### src/rtl/srx_pkg.sv
// ----------------------------------------------------------------------------
// srx_pkg
// Shared types, constants and the CRC-16/MODBUS byte update for the sensor
// frame receiver.
// ----------------------------------------------------------------------------
package srx_pkg;

  localparam int FRAME_LEN  = 21;
  localparam int CRC_LEN    = 19;
  localparam int LAST_IDX   = FRAME_LEN - 1;
  localparam int IDX_W      = $clog2(FRAME_LEN);
  localparam int QUEUE_DEPTH = 4;
  localparam int QPTR_W     = $clog2(QUEUE_DEPTH);
  localparam int OUT_DATA_W = 152;

  localparam logic [7:0]  SYNC_BYTE = 8'hFF;
  localparam logic [15:0] CRC_INIT  = 16'hFFFF;
  localparam logic [15:0] CRC_POLY  = 16'hA001;

  localparam logic [IDX_W-1:0] IDX_LAST    = IDX_W'(LAST_IDX);
  localparam logic [IDX_W-1:0] IDX_CRC_END = IDX_W'(CRC_LEN);

  // One frame byte handed from the front to the back
  typedef struct packed {
    logic [7:0]       data;
    logic [IDX_W-1:0] index;
  } item_t;

  // Queue status seen by the front and the back
  typedef struct packed {
    logic full;
    logic empty;
  } queue_status_t;

  // Decoded frame, packed lowest field last so that it maps onto tdata
  typedef struct packed {
    logic [7:0]  firmware_version;
    logic [7:0]  motor_current;
    logic [31:0] right_odometry;
    logic [31:0] left_odometry;
    logic [7:0]  right_ir_b;
    logic [7:0]  right_ir_a;
    logic [7:0]  left_ir_b;
    logic [7:0]  left_ir_a;
    logic [7:0]  battery_voltage;
    logic [15:0] right_speed;
    logic [15:0] left_speed;
  } frame_fields_t;

  // Reflected CRC-16 update over one byte
  function automatic logic [15:0] crc_feed(input logic [15:0] crc, input logic [7:0] b);
    logic [15:0] c;
    c = crc ^ {8'h00, b};
    for (int k = 0; k < 8; k++) begin
      if (c[0]) begin
        c = (c >> 1) ^ CRC_POLY;
      end else begin
        c = c >> 1;
      end
    end
    return c;
  endfunction

endpackage

### src/rtl/srx_front.sv
// ----------------------------------------------------------------------------
// srx_front
// Hunts for the sync byte, then numbers the next frame bytes and pushes each
// one into the queue.
// ----------------------------------------------------------------------------
module srx_front (
  input  logic                  clk,
  input  logic                  rst,
  input  logic                  s_tvalid,
  output logic                  s_tready,
  input  logic [7:0]            s_tdata,
  input  srx_pkg::queue_status_t q_status,
  output logic                  push,
  output srx_pkg::item_t        push_item
);
  import srx_pkg::*;

  typedef enum logic [1:0] {
    ST_HUNT    = 2'b01,
    ST_COLLECT = 2'b10
  } state_t;

  state_t           state;
  state_t           state_next;
  logic [IDX_W-1:0] byte_index;
  logic [IDX_W-1:0] byte_index_next;
  logic             accept;

  // Accept whenever the queue has room, hunting bytes included
  assign s_tready = ~q_status.full;
  assign accept   = s_tvalid & s_tready;

  // Queue only the bytes that belong to a frame
  assign push            = accept & (state == ST_COLLECT);
  assign push_item.data  = s_tdata;
  assign push_item.index = byte_index;

  // Advance the hunt/collect state
  always_comb begin
    state_next      = state;
    byte_index_next = byte_index;
    if (accept) begin
      unique case (state)
        ST_HUNT: begin
          if (s_tdata == SYNC_BYTE) begin
            state_next      = ST_COLLECT;
            byte_index_next = '0;
          end
        end
        ST_COLLECT: begin
          if (byte_index == IDX_LAST) begin
            state_next      = ST_HUNT;
            byte_index_next = '0;
          end else begin
            byte_index_next = byte_index + 1'b1;
          end
        end
        default: begin
          state_next      = ST_HUNT;
          byte_index_next = '0;
        end
      endcase
    end
  end

  always_ff @(posedge clk) begin
    if (rst) begin
      state      <= ST_HUNT;
      byte_index <= '0;
    end else begin
      state      <= state_next;
      byte_index <= byte_index_next;
    end
  end

  a_index_in_frame: assert property (@(posedge clk) disable iff (rst)
    byte_index <= IDX_LAST)
    else $error("frame index beyond last byte");

  a_hunt_index_zero: assert property (@(posedge clk) disable iff (rst)
    state == ST_HUNT |-> byte_index == '0)
    else $error("index not cleared while hunting");

  a_last_returns_to_hunt: assert property (@(posedge clk) disable iff (rst)
    push && push_item.index == IDX_LAST |=> state == ST_HUNT)
    else $error("no return to hunting after last frame byte");

endmodule

### src/rtl/srx_queue.sv
// ----------------------------------------------------------------------------
// srx_queue
// Short first-in first-out queue of frame bytes between front and back.
// ----------------------------------------------------------------------------
module srx_queue (
  input  logic                   clk,
  input  logic                   rst,
  input  logic                   push,
  input  srx_pkg::item_t         push_item,
  input  logic                   pop,
  output srx_pkg::item_t         head,
  output srx_pkg::queue_status_t status
);
  import srx_pkg::*;

  item_t             entries [QUEUE_DEPTH];
  logic [QPTR_W-1:0] wr_ptr;
  logic [QPTR_W-1:0] rd_ptr;
  logic [QPTR_W:0]   count;
  logic              do_push;
  logic              do_pop;

  assign status.full  = (count == (QPTR_W+1)'(QUEUE_DEPTH));
  assign status.empty = (count == '0);
  assign head         = entries[rd_ptr];
  assign do_push      = push & ~status.full;
  assign do_pop       = pop & ~status.empty;

  // Store the incoming byte
  always_ff @(posedge clk) begin
    if (do_push) begin
      entries[wr_ptr] <= push_item;
    end
  end

  // Advance pointers and occupancy
  always_ff @(posedge clk) begin
    if (rst) begin
      wr_ptr <= '0;
      rd_ptr <= '0;
      count  <= '0;
    end else begin
      if (do_push) begin
        wr_ptr <= wr_ptr + 1'b1;
      end
      if (do_pop) begin
        rd_ptr <= rd_ptr + 1'b1;
      end
      unique case ({do_push, do_pop})
        2'b10:   count <= count + 1'b1;
        2'b01:   count <= count - 1'b1;
        default: count <= count;
      endcase
    end
  end

  a_no_push_full: assert property (@(posedge clk) disable iff (rst)
    status.full |-> !push)
    else $error("push into full queue");

  a_no_pop_empty: assert property (@(posedge clk) disable iff (rst)
    status.empty |-> !pop)
    else $error("pop from empty queue");

  a_count_bound: assert property (@(posedge clk) disable iff (rst)
    count <= (QPTR_W+1)'(QUEUE_DEPTH))
    else $error("queue occupancy out of range");

endmodule

### src/rtl/srx_back.sv
// ----------------------------------------------------------------------------
// srx_back
// Runs the CRC over frame bytes, keeps the frame, and on the last byte checks
// the CRC and loads the decoded result into the output register.
// ----------------------------------------------------------------------------
module srx_back (
  input  logic                            clk,
  input  logic                            rst,
  input  srx_pkg::queue_status_t          q_status,
  input  srx_pkg::item_t                  head,
  output logic                            pop,
  output logic                            m_tvalid,
  input  logic                            m_tready,
  output logic [srx_pkg::OUT_DATA_W-1:0]  m_tdata,
  output logic                            m_tuser
);
  import srx_pkg::*;

  logic [7:0]    frame_bytes [LAST_IDX];
  logic [15:0]   crc;
  logic [15:0]   crc_next;
  logic          is_last;
  logic          out_free;
  logic          crc_ok;
  frame_fields_t fields;

  assign is_last  = (head.index == IDX_LAST);
  assign out_free = ~m_tvalid | m_tready;
  // Only the last byte needs room in the output register
  assign pop      = ~q_status.empty & (~is_last | out_free);

  // Restart the CRC on the first byte, stop after the covered span
  always_comb begin
    crc_next = crc;
    if (head.index == '0) begin
      crc_next = crc_feed(CRC_INIT, head.data);
    end else if (head.index < IDX_CRC_END) begin
      crc_next = crc_feed(crc, head.data);
    end
  end

  always_ff @(posedge clk) begin
    if (rst) begin
      crc <= CRC_INIT;
    end else if (pop) begin
      crc <= crc_next;
    end
  end

  // Hold frame bytes at their positions
  always_ff @(posedge clk) begin
    for (int i = 0; i < LAST_IDX; i++) begin
      if (pop && head.index == IDX_W'(i)) begin
        frame_bytes[i] <= head.data;
      end
    end
  end

  // Compare against the little-endian check word; last byte arrives now
  assign crc_ok = ({head.data, frame_bytes[LAST_IDX-1]} == crc);

  always_comb begin
    fields.left_speed       = {frame_bytes[1], frame_bytes[0]};
    fields.right_speed      = {frame_bytes[10], frame_bytes[9]};
    fields.battery_voltage  = frame_bytes[2];
    fields.left_ir_a        = frame_bytes[3];
    fields.left_ir_b        = frame_bytes[4];
    fields.right_ir_a       = frame_bytes[11];
    fields.right_ir_b       = frame_bytes[12];
    fields.left_odometry    = {frame_bytes[8], frame_bytes[7], frame_bytes[6], frame_bytes[5]};
    fields.right_odometry   = {frame_bytes[16], frame_bytes[15], frame_bytes[14],
                               frame_bytes[13]};
    fields.motor_current    = frame_bytes[17];
    fields.firmware_version = frame_bytes[18];
  end

  // Output register: load on the last byte, drop when taken
  always_ff @(posedge clk) begin
    if (rst) begin
      m_tvalid <= 1'b0;
    end else if (pop && is_last) begin
      m_tvalid <= 1'b1;
    end else if (m_tready) begin
      m_tvalid <= 1'b0;
    end
  end

  always_ff @(posedge clk) begin
    if (pop && is_last) begin
      m_tdata <= crc_ok ? fields : '0;
      m_tuser <= ~crc_ok;
    end
  end

  a_bad_frame_zeroed: assert property (@(posedge clk) disable iff (rst)
    m_tvalid && m_tuser |-> m_tdata == '0)
    else $error("fields not cleared on CRC mismatch");

  a_no_overwrite: assert property (@(posedge clk) disable iff (rst)
    m_tvalid && !m_tready |-> !(pop && is_last))
    else $error("pending result overwritten");

  a_load_sets_valid: assert property (@(posedge clk) disable iff (rst)
    pop && is_last |=> m_tvalid)
    else $error("result not presented after last byte");

endmodule

### src/rtl/sensor_frame_receiver.sv
// ----------------------------------------------------------------------------
// sensor_frame_receiver
// Serial frame receiver: sync hunt, 21-byte frame capture, CRC-16/MODBUS
// check and sensor field decode.
//
//   Channel  Direction  Per transaction
//   s_*      in         one received byte (s_tdata[7:0] = rx_byte)
//   m_*      out        one decoded frame, status on m_tuser
//
// One byte is taken every cycle while the four-entry byte queue has room.
// With the queue otherwise empty, the last frame byte passes through a queue
// entry before the back loads the output register and raises m_tvalid; the CRC
// compare and field decode fit in the cycle that loads the output register.
// A stalled result holds the output register; the back keeps taking frame
// bytes and waits only at the next frame's last byte, and s_tready drops
// once the queue holds four frame bytes, that waiting last byte included.
// Synchronous reset returns to hunting; no clearing pass is needed.
// ----------------------------------------------------------------------------
module sensor_frame_receiver (
  input  logic         clk,
  input  logic         rst,
  input  logic         s_tvalid,
  output logic         s_tready,
  input  logic [7:0]   s_tdata,   // [7:0] rx_byte
  output logic         m_tvalid,
  input  logic         m_tready,
  // [15:0] left_speed, [31:16] right_speed, [39:32] battery_voltage,
  // [47:40] left_ir_a, [55:48] left_ir_b, [63:56] right_ir_a,
  // [71:64] right_ir_b, [103:72] left_odometry, [135:104] right_odometry,
  // [143:136] motor_current, [151:144] firmware_version
  output logic [151:0] m_tdata,
  output logic         m_tuser    // [0] frame_status
);
  import srx_pkg::*;

  logic          push;
  logic          pop;
  item_t         push_item;
  item_t         head;
  queue_status_t q_status;

  srx_front u_front (
    .clk       (clk),
    .rst       (rst),
    .s_tvalid  (s_tvalid),
    .s_tready  (s_tready),
    .s_tdata   (s_tdata),
    .q_status  (q_status),
    .push      (push),
    .push_item (push_item)
  );

  srx_queue u_queue (
    .clk       (clk),
    .rst       (rst),
    .push      (push),
    .push_item (push_item),
    .pop       (pop),
    .head      (head),
    .status    (q_status)
  );

  srx_back u_back (
    .clk      (clk),
    .rst      (rst),
    .q_status (q_status),
    .head     (head),
    .pop      (pop),
    .m_tvalid (m_tvalid),
    .m_tready (m_tready),
    .m_tdata  (m_tdata),
    .m_tuser  (m_tuser)
  );

endmodule

### config.mk
export PLATFORM = sky130hd
export DESIGN_NAME = sensor_frame_receiver
export DESIGN_NICKNAME = d
export VERILOG_FILES = /design/src/rtl/srx_pkg.sv /design/src/rtl/srx_front.sv /design/src/rtl/srx_queue.sv /design/src/rtl/srx_back.sv /design/src/rtl/sensor_frame_receiver.sv
export SDC_FILE = /design/constraint.sdc
export NUM_CORES = 1
export LEC_CHECK = 0
export ABC_AREA = 1
export BUFFER_PORTS_ARGS = -buffer_cell sky130_fd_sc_hd__buf_2
export CAP_MARGIN = 20
export CORE_MARGIN = 10
export CORE_UTILIZATION = 53
export CTS_CLUSTER_SIZE = 20
export DETAILED_ROUTE_END_ITERATION = 12
export PLACE_DENSITY = 0.8
export RECOVER_POWER = 50
export SYNTH_ARGS = -nofsm -noshare
export SYNTH_HDL_FRONTEND = slang
export SYNTH_SLANG_ARGS = --single-unit
export TNS_END_PERCENT = 1
### constraint.sdc
create_clock -name clk -period 5.2 [get_ports clk]
set_clock_uncertainty 0.05 [all_clocks]
set_input_delay 0.52 -clock clk [delete_from_list [all_inputs] [get_ports clk]]
set_output_delay 0.52 -clock clk [all_outputs]
set_load 0.02 [all_outputs]
==> results of run 1 <==
-- flip-flops by register name, summed over array words and instances (netlist names), named ones only --
register and count:
u_queue.wr_ptr 2, u_back.frame_bytes 160, u_front.state 2, u_queue.count 3, u_back.crc 16, u_queue.entries 52
u_back.m_tdata 152, u_back.m_tuser 1, u_front.byte_index 5, u_queue.rd_ptr 2, u_back.m_tvalid 1
-- through the flow --
| stage | util | setup WS (ns) | total power (W) | cells | cell area [sq um] |
|---|---|---|---|---|---|
| 6_report | 0.612 | 0.931 | 0.00868 | 1757 | 17500 |
| 5_1_grt | 0.612 | 0.522 | 0.00908 | 1757 | 17500 |
| 4_1_cts | 0.621 | 1.32 | 0.00874 | 1756 | 17700 |
| 3_5_place_dp | 0.577 | 1.33 | 0.00603 | 1688 | 16500 |
| 3_3_place_gp | 0.576 | 1.50 | 0.00596 | 1685 | 16400 |
| 2_1_floorplan | - | 0.367 | 0.00549 | 1159 | 15300 |
-- per-layer routing --
layer / up-vias / share of wire / track usage
met3: 54 / 0.084 / 0.0430
met2: 356 / 0.49 / 0.289
met1: 4243 / 0.40 / 0.207
li1: 4209 / - / -
met5: - / 0 / 0
met4: 0 / 0.027 / 0.0668
-- area by class of cell --
class                   count  area (sq um)  share of cell area
repair buffers            176           708              0.0406
clock inverters            14           160             0.00917
flip-flops and latches    398         11600               0.666
multi-input cells         526          2630               0.151
well taps                 384           480              0.0275
inverters                 205           774              0.0444
clock buffers              54          1080              0.0621
-- power by group --
group	leakage (nW)	switching [W]	internal, W
registers	3.75	0.000156	0.00390
clock network	0.600	0.00111	0.00161
logic	2.46	0.00141	0.000497
-- worst paths after layout --
check,startpoint,endpoint,slack [ns],depth (start not counted)
max,flip-flop,u_back.m_tdata[19],0.93,9
min,s_tdata[7],u_queue.entries[1][12],0.27,1
max reg2reg,flip-flop,u_back.m_tdata[19],0.93,9
min reg2reg,u_queue.rd_ptr[1],flip-flop,0.42,2
-- worst max-delay path, delay by kind of cell, from the launching register on --
kind            cells  cell delay, ns
flops               1            0.91
simple gates        5            1.24
compound gates      1            0.49
buf+inv             3            1.39
-- cell families after synthesis --
| kind of cell | after synthesis | synth area share |
|---|---|---|
| flip-flops | 398 | 0.761 |
| AND/OR/NAND/NOR | 407 | 0.120 |
| XOR/XNOR | 21 | 0.0120 |
| adder cells (fa/ha/maj) | 8 | 0.00705 |
| AO/OA/AOI/OAI | 90 | 0.0352 |
| buffers and inverters | 235 | 0.0646 |
-- placed cells by master (no fill, tap or decap), types with 4 or more instances in the layout --
| master | count |
|---|---|
| nand2_1 | 154 |
| nand3_1 | 42 |
| nor2_2 | 70 |
| clkinv_1 | 5 |
| inv_1 | 202 |
| o211ai_1 | 4 |
| nand4_1 | 4 |
| nor2_1 | 126 |
| clkbuf_1 | 179 |
| edfxtp_1 | 365 |
| a21oi_1 | 34 |
| ha_1 | 7 |
| xor2_1 | 17 |
| clkbuf_16 | 40 |
| xnor2_1 | 4 |
| o21ai_0 | 37 |
| dfxtp_1 | 33 |
==> metrics, run 1 <==
Die W=190 um; VDD IR-drop max=280 uV; final slew viol count=0; Core ar.=28500 sq um; Starting Density=0.535; gpl congestion=0.852; clock-pin slew on the worst setup and hold paths=0.06 ns; Die ar.=36000 sq um; post-synthesis cell type count=38; Pleak=6.81 nW; RSZ-0062 raised after global routing=false; Async S/R FF share, synth=0; first-pass GRT wire length=47.8 mm; largest net degree at the start of global routing=65; syn_area_per_cell=13.2 sq um; Buffers on Ports=166; Post-synth EDFFs=365; Num Clock Sinks=398; HPWL Detailed=20.6 mm; Slew @ Worst Pin=1.44 ns; status=complete, no violations; # resized after CTS=0; critical path capture point type=flip-flop; post-synthesis register bit count=398; remaining antenna violation count=0; initial antenna violation count=0; P&R area growth vs syn=14.3%; top post-synthesis cells by area=edfxtp_1 (72%), inv_1 (4.9%), dfxtp_1 (4.3%); Slew Limit Headroom=0.0354; CTS root buf=clkbuf_16; share of cells above drive strength 1=0.102; hold slack=0.269 ns; top cell type's share of synthesized area=0.718; gr usage total=0.171; post-route clock period utilization=0.821; dominant cell by count in the synthesized netlist=edfxtp_1; Fillers=2136; Setup Buffers After CTS=0; vias in the first global route=8536; setup_tns=0 ns; Yosys top cell by area=edfxtp_1; final WL=31.9 mm; slowest cell on the critical path=dfxtp_1; pwr dens=497 nW/um^2; htree depth=2; I/O pins=167; max capacitance violation total=0; initial DRC count=695; worst stage delay on the critical path=0.91 ns; final hold violation count=0; Post-synth top flop=edfxtp_1; Hold WC Path Type=input port to flip-flop; first-pass iteration count of the detailed router=5; FP Rows=62; Post-route DRC=0; grt total ovfl=0; cells after synthesis=1159; Wirelength per Cell=18.2 um; CP Launch Type=flip-flop; fin crit period=4.27 ns; Max Root-Sink Buffers=3; Hold Buf Count CTS=0; TritonCTS clock tree=done; crit-path cells=inv_1 > nand2_1 > nand3_1 > nand2_1 > inv_1 > a221oi_2 > nand4_4 > buf_12 > nor2_1; Vias per Instance=5.04; CTS Buf Count=39; most frequent cells after synthesis=edfxtp_1 (365), inv_1 (200), nand2_1 (146); Max Fanout on Critical Path=64; final net count=1366; CP Data Required Time=5.52 ns; Yosys Warn Count=0; detailed-route via count=8862; Fmax=234 MHz; sequential area share after synthesis=0.761; syn_nets=1179; Chip Height=190 um; Cell Area, Synth=15300 sq um; Antenna diodes=0; count of final setup violators=0; worst-skew pair later-pin latency=0.53 ns; WS Path Type=flip-flop to flip-flop; Worst EP arrival=4.59 ns
Note: power is estimated with default switching activity, not from simulation.
==> run 2: changes to the inputs <==
Clock period 5.2 ns to 3.7 ns, I/O delays scaled along.
==> run 2 against run 1 <==
  * Final cell count rose by 0.63%
  * First-iteration DRC count rose by 24%
  * Power rose by 42%
==> metrics, run 2 (same netlist as run 1, synthesis figures left out) <==
status=complete, no violations; reg-to-reg endpoint=u_queue.count[2]; post-route clock period utilization=0.958 (+0.137); leading registers by flop count=u_back.frame_bytes x160, u_back.m_tdata x152, u_queue.entries x52; Fmax=282 MHz (+20%); max reg flops=160 (unchanged); final slew viol count=0 (unchanged); Wirelength per Cell=18.9 um (+4.1%); TritonCTS clock tree=done; Reg area=11600 sq um (about the same); gpl congestion=0.862 (+1.2%); final WL=33.4 mm (+4.8%); Post-route DRC=0 (unchanged); Chip Height=190 um (unchanged); Largest Register=u_back.frame_bytes; Crit path top cell by count=nand2_1; Die ar.=36000 sq um (unchanged); Multi-input gate area=2650 sq um (+0.76%); vias in the first global route=8956 (+4.9%); worst-skew pair later-pin latency=0.52 ns (about the same); clock share of power=0.295 (-0.018); Total Power=0.0123 W (+42%); CP Data Required Time=4.05 ns (-1.47 ns); Buffers on Ports=166 (unchanged); slowest cell on the critical path=dfxtp_2; worst hold path depth=1 (unchanged); CTS Buf Count=39 (unchanged); most frequent cells in the layout=edfxtp_1 (365), inv_1 (199), clkbuf_1 (183); Setup Buffers After CTS=0 (unchanged); sw frac=0.319 (+0.0115); crit-path cells=inv_2 > nand2_1 > nand3_1 > nand2_1 > nand2_1 > inv_1 > nand2_1 > nor2_2 > nand2_1 > nand2_2 > inv_2 > ha_1 > fa_1 > a21oi_1 > o21ai_0 > o21ai_0 > a21oi_1; htree depth=2 (unchanged); Cells after DPL=1703 (+0.89%); Slew Limit Headroom=0.108 (+0.0724); HPWL Detailed=21.5 mm (+4.3%); critical path capture point type=flip-flop; Antenna diodes=0 (unchanged); I/O pins=167 (unchanged); final hold violation count=0 (unchanged); RSZ-0062 raised after global routing=false; largest net degree at the start of global routing=155 (+140%); reg2reg path depth=17 (+8); Hold Buf Count CTS=0 (unchanged); Hold WC Path Type=input port to flip-flop; Net Sw Power=0.00394 W (+48%); first-pass GRT wire length=49.9 mm (+4.2%); share of cells above drive strength 1=0.113 (+0.0115); first-pass iteration count of the detailed router=5 (unchanged); Worst EP arrival=3.90 ns (-0.69 ns); detailed-route via count=9209 (+3.9%); reg2reg setup slack=0.15 ns (-0.78 ns); VDD IR-drop max=353 uV (+26%); initial DRC count=865 (+24%); Logic pwr share=0.232 (+0.013); final net count=1380 (+1.0%); gr usage total=0.178 (+0.00705); Pleak=6.42 nW (-5.6%); Hold Startpoint=s_tdata[7]; grt total ovfl=0 (unchanged); Slew @ Worst Pin=1.33 ns (-0.108 ns); remaining antenna violation count=0 (unchanged); CTS root buf=clkbuf_16; initial antenna violation count=0 (unchanged); fin crit period=3.55 ns (-0.723 ns); Max Root-Sink Buffers=3 (unchanged); WS Path Type=flip-flop to flip-flop; most common cell after layout, fill and taps aside=edfxtp_1; Fillers=2137 (+0.047%); worst stage delay on the critical path=0.66 ns (-0.25 ns); Die W=190 um (unchanged); clock-pin slew on the worst setup and hold paths=0.06 ns (about the same); Core ar.=28500 sq um (unchanged); CP Launch Type=flip-flop; max capacitance violation total=0 (unchanged); Num Clock Sinks=398 (unchanged); share of total power in sequential cells=0.473 (+0.005); Vias per Instance=5.21 (+3.3%); Int Pwr=0.00841 W (+40%); post-route insts no fill=1768 (+0.63%); Starting Density=0.535 (unchanged); FP Rows=62 (unchanged); count of final setup violators=0 (unchanged); Hold Path Sink=u_queue.entries[0][12]; # resized after CTS=0 (unchanged); pwr dens=705 nW/um^2 (+42%); P&R area growth vs syn=14.6%; Max Fanout on Critical Path=29 (-55%)
[run 2: worst max-delay path, delay by kind of cell, from the launching register on]
family	cells	cell delay, ns
fa+ha+maj	2	0.67
flops	1	0.66
compound gates	4	0.61
buf+inv	3	0.49
simple gates	8	0.91
[run 2: per-layer routing]
layer / part of all wire / track usage / up-vias
li1: - / - / 4241
met1: 0.39 / 0.219 / 4443
met2: 0.48 / 0.296 / 438
met3: 0.096 / 0.0491 / 87
met4: 0.029 / 0.0662 / 0
met5: 0 / 0 / -
[run 2: worst max-delay path by stage]
stage	endpoint	slack (ns)	depth (start not counted)
after CTS	u_queue.count[2]	0.27	17
after detailed placement	u_queue.count[2]	0.33	17
after global routing	u_queue.count[2]	0.05	17
final	u_queue.count[2]	0.15	17
after floorplan	u_back.m_tdata[0]	-0.39	11
after global placement	u_queue.count[2]	0.54	17
[run 2: stage by stage]
step	setup TNS, ns	hold slack (ns)	cell area [sq um]	setup WS (ns)	util
6_report	0	0.121	17500	0.155	0.613
5_1_grt	0	0.109	17500	0.0508	0.613
4_1_cts	0	0.0273	17800	0.271	0.623
3_5_place_dp	0	0.403	16600	0.326	0.582
3_3_place_gp	0	0.389	16600	0.539	0.582
2_1_floorplan	-59.67	0.379	15300	-0.389	-
[run 2: final cells by class]
cell class / instances / share of cell area
sequential: 398 / 0.664
clock buffer: 50 / 0.0599
inverter: 205 / 0.0442
multi-input combinational: 526 / 0.151
tap: 384 / 0.0275
clock inverter: 15 / 0.00693
timing repair buffer: 190 / 0.0459
[run 2: power by group through the flow]
| stage | Sequential, W | Combinational (W) | Clock, W |
|---|---|---|---|
| 2_1_floorplan | 0.00581 | 0.00203 | 0 |
| 3_3_place_gp | 0.00590 | 0.00276 | 0 |
| 3_5_place_dp | 0.00592 | 0.00284 | 0 |
| 4_1_cts | 0.00583 | 0.00287 | 0.00368 |
| 5_1_grt | 0.00587 | 0.00316 | 0.00384 |
| 6_report | 0.00584 | 0.00286 | 0.00364 |
